`src/sv/mma_pkg.sv`:
```
// ----------------------------------------------------------------------------
// mma_pkg
// Shared types and constants for the matrix multiply-accumulate block.
// ----------------------------------------------------------------------------
package mma_pkg;

	localparam int unsigned DEFAULT_MAX_DIM = 8;

	localparam int unsigned IDX_W   = 3;   // row / col / k index width
	localparam int unsigned SIZE_W  = 4;   // matrix_size register width
	localparam int unsigned AB_W    = 16;  // Q8.8
	localparam int unsigned C_W     = 48;  // Q32.16
	localparam int unsigned PROD_W  = 2 * AB_W;
	localparam int unsigned APB_AW  = 3;
	localparam int unsigned APB_DW  = 32;

	localparam logic [SIZE_W-1:0] MATRIX_SIZE_RESET = SIZE_W'(8);

	// register word index, taken from paddr[2]
	localparam logic REG_MATRIX_SIZE = 1'b0;

	localparam logic signed [C_W-1:0] C_MAX = {1'b0, {(C_W-1){1'b1}}};
	localparam logic signed [C_W-1:0] C_MIN = {1'b1, {(C_W-1){1'b0}}};
	localparam logic signed [C_W-1:0] Q88_MAX = C_W'(32767);
	localparam logic signed [C_W-1:0] Q88_MIN = -C_W'(32768);

	typedef enum logic [1:0] {
		ACT_LOAD_A  = 2'd0,
		ACT_LOAD_B  = 2'd1,
		ACT_LOAD_C  = 2'd2,
		ACT_COMPUTE = 2'd3
	} action_t;

	// load strobes, controller -> datapath
	typedef struct packed {
		logic we_a;
		logic we_b;
		logic we_c;
	} load_cmd_t;

	// one multiply-accumulate step, controller -> datapath
	typedef struct packed {
		logic             valid;
		logic             first;      // k == 0: seed from C
		logic             last_k;     // k == n-1: element done
		logic             last_elem;  // final element of the matrix
		logic [IDX_W-1:0] row;
		logic [IDX_W-1:0] col;
		logic [IDX_W-1:0] k;
	} mac_cmd_t;

	// datapath -> controller
	typedef struct packed {
		logic pipe_busy;
	} dp_status_t;

endpackage

```
`src/sv/mma_ctrl.sv`:
```
// ----------------------------------------------------------------------------
// mma_ctrl
// Sequencer: decodes requests and walks (i, j, k) during a compute.
// ----------------------------------------------------------------------------
module mma_ctrl import mma_pkg::*; #(
	parameter int unsigned MAX_DIM = DEFAULT_MAX_DIM
) (
	input  logic              clk,
	input  logic              arst_n,
	input  logic              start,
	input  logic [1:0]        action,
	input  logic [SIZE_W-1:0] matrix_size,
	input  dp_status_t        status,
	output logic              busy,
	output load_cmd_t         load_cmd,
	output mac_cmd_t          mac_cmd
);

	typedef enum logic [2:0] {
		ST_IDLE  = 3'b001,
		ST_RUN   = 3'b010,
		ST_DRAIN = 3'b100
	} state_t;

	state_t           state_q;
	logic [IDX_W-1:0] i_q, j_q, k_q, nm1_q;
	logic [SIZE_W-1:0] n_eff;
	logic             accept;
	logic             k_end, j_end, i_end;

	always_comb begin
		if (matrix_size == '0) begin
			n_eff = SIZE_W'(1);
		end else if (matrix_size > SIZE_W'(MAX_DIM)) begin
			n_eff = SIZE_W'(MAX_DIM);
		end else begin
			n_eff = matrix_size;
		end
	end

	assign busy   = (state_q != ST_IDLE);
	assign accept = start && !busy;

	assign load_cmd.we_a = accept && (action == ACT_LOAD_A);
	assign load_cmd.we_b = accept && (action == ACT_LOAD_B);
	assign load_cmd.we_c = accept && (action == ACT_LOAD_C);

	assign k_end = (k_q == nm1_q);
	assign j_end = (j_q == nm1_q);
	assign i_end = (i_q == nm1_q);

	assign mac_cmd.valid     = (state_q == ST_RUN);
	assign mac_cmd.first     = (k_q == '0);
	assign mac_cmd.last_k    = k_end;
	assign mac_cmd.last_elem = i_end && j_end;
	assign mac_cmd.row       = i_q;
	assign mac_cmd.col       = j_q;
	assign mac_cmd.k         = k_q;

	always_ff @(posedge clk or negedge arst_n) begin
		if (!arst_n) begin
			state_q <= ST_IDLE;
			i_q     <= '0;
			j_q     <= '0;
			k_q     <= '0;
			nm1_q   <= '0;
		end else begin
			case (state_q)
				ST_IDLE: begin
					if (accept && (action == ACT_COMPUTE)) begin
						state_q <= ST_RUN;
						i_q     <= '0;
						j_q     <= '0;
						k_q     <= '0;
						nm1_q   <= IDX_W'(n_eff - SIZE_W'(1));
					end
				end
				ST_RUN: begin
					if (!k_end) begin
						k_q <= k_q + IDX_W'(1);
					end else begin
						k_q <= '0;
						if (!j_end) begin
							j_q <= j_q + IDX_W'(1);
						end else begin
							j_q <= '0;
							if (!i_end) begin
								i_q <= i_q + IDX_W'(1);
							end else begin
								state_q <= ST_DRAIN;
							end
						end
					end
				end
				ST_DRAIN: begin
					if (!status.pipe_busy) begin
						state_q <= ST_IDLE;
					end
				end
				default: begin
					state_q <= ST_IDLE;
				end
			endcase
		end
	end

endmodule

```
`config.mk`:
```
export PLATFORM = sky130hd
export DESIGN_NAME = mma_ctrl
export DESIGN_NICKNAME = d
export VERILOG_FILES = /design/src/sv/mma_pkg.sv /design/src/sv/mma_ctrl.sv
export SDC_FILE = /design/constraint.sdc
export NUM_CORES = 1
export LEC_CHECK = 0
export CORE_MARGIN = 1
export CORE_UTILIZATION = 45
export DETAILED_ROUTE_END_ITERATION = 16
export DONT_BUFFER_PORTS = 1
export PLACE_DENSITY = 0.65
export SYNTH_ARGS = -nofsm -noshare
export SYNTH_HDL_FRONTEND = slang
export SYNTH_SLANG_ARGS = --single-unit
```
`constraint.sdc`:
```
create_clock -name clk -period 3.17 [get_ports clk]
set_input_delay 0.1585 -clock clk [delete_from_list [all_inputs] [get_ports clk]]
set_output_delay 0.1585 -clock clk [all_outputs]
set_load 0.05 [all_outputs]
```
==> results.json <==
{
  "power-per-cell-area_mw_per_mm2": 474.8,
  "initial_core_utilization_pct": 48.15,
  "worstHoldPathType": "in2reg",
  "syn_area_um2": 944.7,
  "clkPwrFrac_pct": 22.6,
  "seq_area_frac_synth_pct": 39.87,
  "synth_top_flop_cell": "dfrtp_1",
  "synthDominantCellAreaShare_pct": 37.09,
  "period_needed_ps": 2091,
  "syn_avg_cell_area_um2": 9.739,
  "pre_antenna_drt_iters": 4,
  "detail_route.wirelength_um": 1853,
  "core.rowCount": 16,
  "synth.ff_latch_count": 15,
  "design.final.nets": 117,
  "period_share_pct": 65.96,
  "final-hold-violation-count": 0,
  "drcViolationCount": 0,
  "synth.yosys.warnings": 0,
  "replace_congestion": 0.7797,
  "async_reset_ff_share_pct": 100.0,
  "cts-buffers-inserted": 3,
  "via_count_of_the_first_global_routing_pass": 654,
  "tritoncts": "yes",
  "grt_setup_unrepaired": "false",
  "arrival_time_reported_for_the_critical_path_endpoint_ps": 1930,
  "detailedPlacementHpwl_um": 1417,
  "io_buffer_count": 0,
  "die_area_mm2": 0.002286,
  "internal_power_mw": 0.3016,
  "slew_limit_headroom_pct": 38.12,
  "totalNegativeSetupSlack_ps": 0,
  "synth-edff-count": 0,
  "synth.top_cells.by_area": "dfrtp_1 (37%), xnor2_1 (9.3%), ha_1 (6.6%)",
  "cts_sinks": 15,
  "setup_violations": 0,
  "combinationalPowerShare_pct": 28.9,
  "antenna_violating_nets_post_route": 0,
  "fin_area_mm2": 0.001023,
  "drive_gt1_share_pct": 14.85,
  "via_count": 720,
  "cp_cell_sequence": "inv_1 -> ha_1 -> nor2b_1",
  "finClkSkew_ps": 1.422,
  "critPathRequiredTime_ps": 3010,
  "power.ir.vdd_worst_uv": 245.6,
  "synth_cell_types": 40,
  "cp_max_fo": 4,
  "grt_overflow": 0,
  "highest_clock_frequency_the_design_can_meet_mhz": 478.2,
  "synthDominantAreaCellType": "dfrtp_1",
  "wl_per_cell_um": 14.48,
  "crit_slowest_cell": "nor2b_1",
  "grt_max_degree": 16,
  "grt_usage_pct": 18.08,
  "number_of_h_tree_branching_levels": 1,
  "syn_inst": 97,
  "clkSlewWorstSetupHoldPaths_ps": 90,
  "power.switching_fraction_pct": 37.93,
  "pwr-share-seq_pct": 48.5,
  "power.leakage_nw": 0.4382,
  "clk-insertion-delay-late_ps": 280,
  "die_w_um": 47.82,
  "worst_pin_slew_ps": 926.4,
  "cts-root-buf": "clkbuf_4",
  "insertedDiodeCount": 0,
  "drt_iter0_markers": 10,
  "core_mm2": 0.001962,
  "cap_violations": 0,
  "place_area_um2": 987.2,
  "status": "finished clean",
  "critical-path-max-stage-delay_ps": 730,
  "clock_path_buffers": 2,
  "setup.worst_path.class": "reg2out",
  "die_h_um": 47.82,
  "antenna_found_initial": 0,
  "boundaryPins": 27,
  "cts_hold_repair.buffers": 1,
  "critPathLaunchType": "flip-flop",
  "post_drt_via_cell_ratio": 5.625,
  "synthesis.nets": 112,
  "switchingPower_mw": 0.1843,
  "cts_resized": 0,
  "critical_path.endpoint_type": "output pin",
  "post_cts_buffers": 0,
  "global_route_wire_length_before_repair_um": 2808,
  "maxSlewViolCount": 0,
  "synthToLayoutAreaGrowth_pct": 8.344
}
-- final cells by class --
cell class	instances	area, um2
inverters	6	22.52
multi-input cells	73	539.3
clock buffers	4	26.28
fillers	194	938.4
repair buffers	3	25.02
well taps	27	33.78
flip-flops and latches	15	376.6
-- critical path: cells and delay by family (launching register included) --
| kind | cells | cell delay, ps |
|---|---|---|
| AND/OR/NAND/NOR | 1 | 730 |
| flip-flops | 1 | 610 |
| adder cells (fa/ha/maj) | 1 | 140 |
| buffers and inverters | 1 | 160 |
-- synthesized netlist by cell type, types with 2 or more instances --
cell type  count
dfrtp_1       14
xnor2_1       10
nor2_1         7
inv_1          6
nand3_1        6
ha_1           5
nand2_1        5
o21ai_0        5
nor3b_1        3
a32o_1         2
mux2i_1        2
nand2b_1       2
nor2b_1        2
nor3_1         2
-- cells in the final DEF (no fill, tap or decap), types with 2 or more instances in the layout --
cell / n
xnor2_1: 10
a32o_1: 2
nor2_1: 7
nor2b_1: 2
buf_4: 2
nand3_1: 6
nor3b_2: 2
nand2_1: 5
inv_1: 6
clkbuf_4: 3
nand2b_1: 2
dfrtp_1: 14
mux2i_1: 2
nor3_1: 2
o21ai_0: 5
ha_1: 5
-- layer usage --
metal | vias up | GRT usage [%] | wire, um
li1 | 358 | - | -
met1 | 339 | 22.20 | 874
met2 | 21 | 31.08 | 861
met3 | 2 | 4.906 | 96
met4 | 0 | 5.000 | 21
met5 | - | 0 | 0
-- path summary, 6_finish.rpt --
check / depth (start not counted) / start / end / slack [ps]
worst max-delay path: 3 / k_q[1] / mac_cmd[11] / 1080
worst min-delay path: 2 / status / state_q[2] / 70
worst max register to register: 4 / state_q[2] / j_q[1] / 1140
worst min register to register: 1 / state_q[0] / state_q[2] / 540
max in group asynchronous: 1 / arst_n / i_q[1] / 2380
min in group asynchronous: 1 / arst_n / j_q[2] / 350
-- through the flow --
step	cells	util (%)	power (mW)	worst slack [ps]	hold slack, ps
4_1_cts	128	52.17	0.4912	1070	59.55
5_1_grt	128	52.17	0.5165	961.0	76.01
2_1_floorplan	97	-	0.3581	1096	-137.1
6_report	128	52.17	0.4859	1079	65.25
3_5_place_dp	123	50.32	0.3758	1178	-136.7
3_3_place_gp	123	50.32	0.3731	1200	-136.8
-- cells by family (layout without fill, tap and decap cells) --
logic type,count (synthesis),after routing,synth area share (%)
and+or+nand+nor,37,37,23.31
AOI/OAI and AO/OA,18,18,13.51
DFF,15,15,39.87
xor gates and xnor gates,10,10,9.271
buffers and inverters,9,13,4.105
adders and majority gates,5,5,6.623
muxes,3,3,3.311
-- flip-flops by register name (all words and copies together) (netlist names) --
register / cells
i_q: 3
j_q: 3
state_q: 3
nm1_q: 3
k_q: 3
-- power by group through the flow --
stage / sequential, mW / combinational (mW) / clock, mW
global route: 0.238 / 0.156 / 0.122
detailed placement: 0.240 / 0.136 / 0
global placement: 0.240 / 0.133 / 0
floorplan: 0.234 / 0.124 / 0
CTS: 0.236 / 0.141 / 0.114
finish: 0.236 / 0.141 / 0.110
Power figures use the tool's default switching activity.
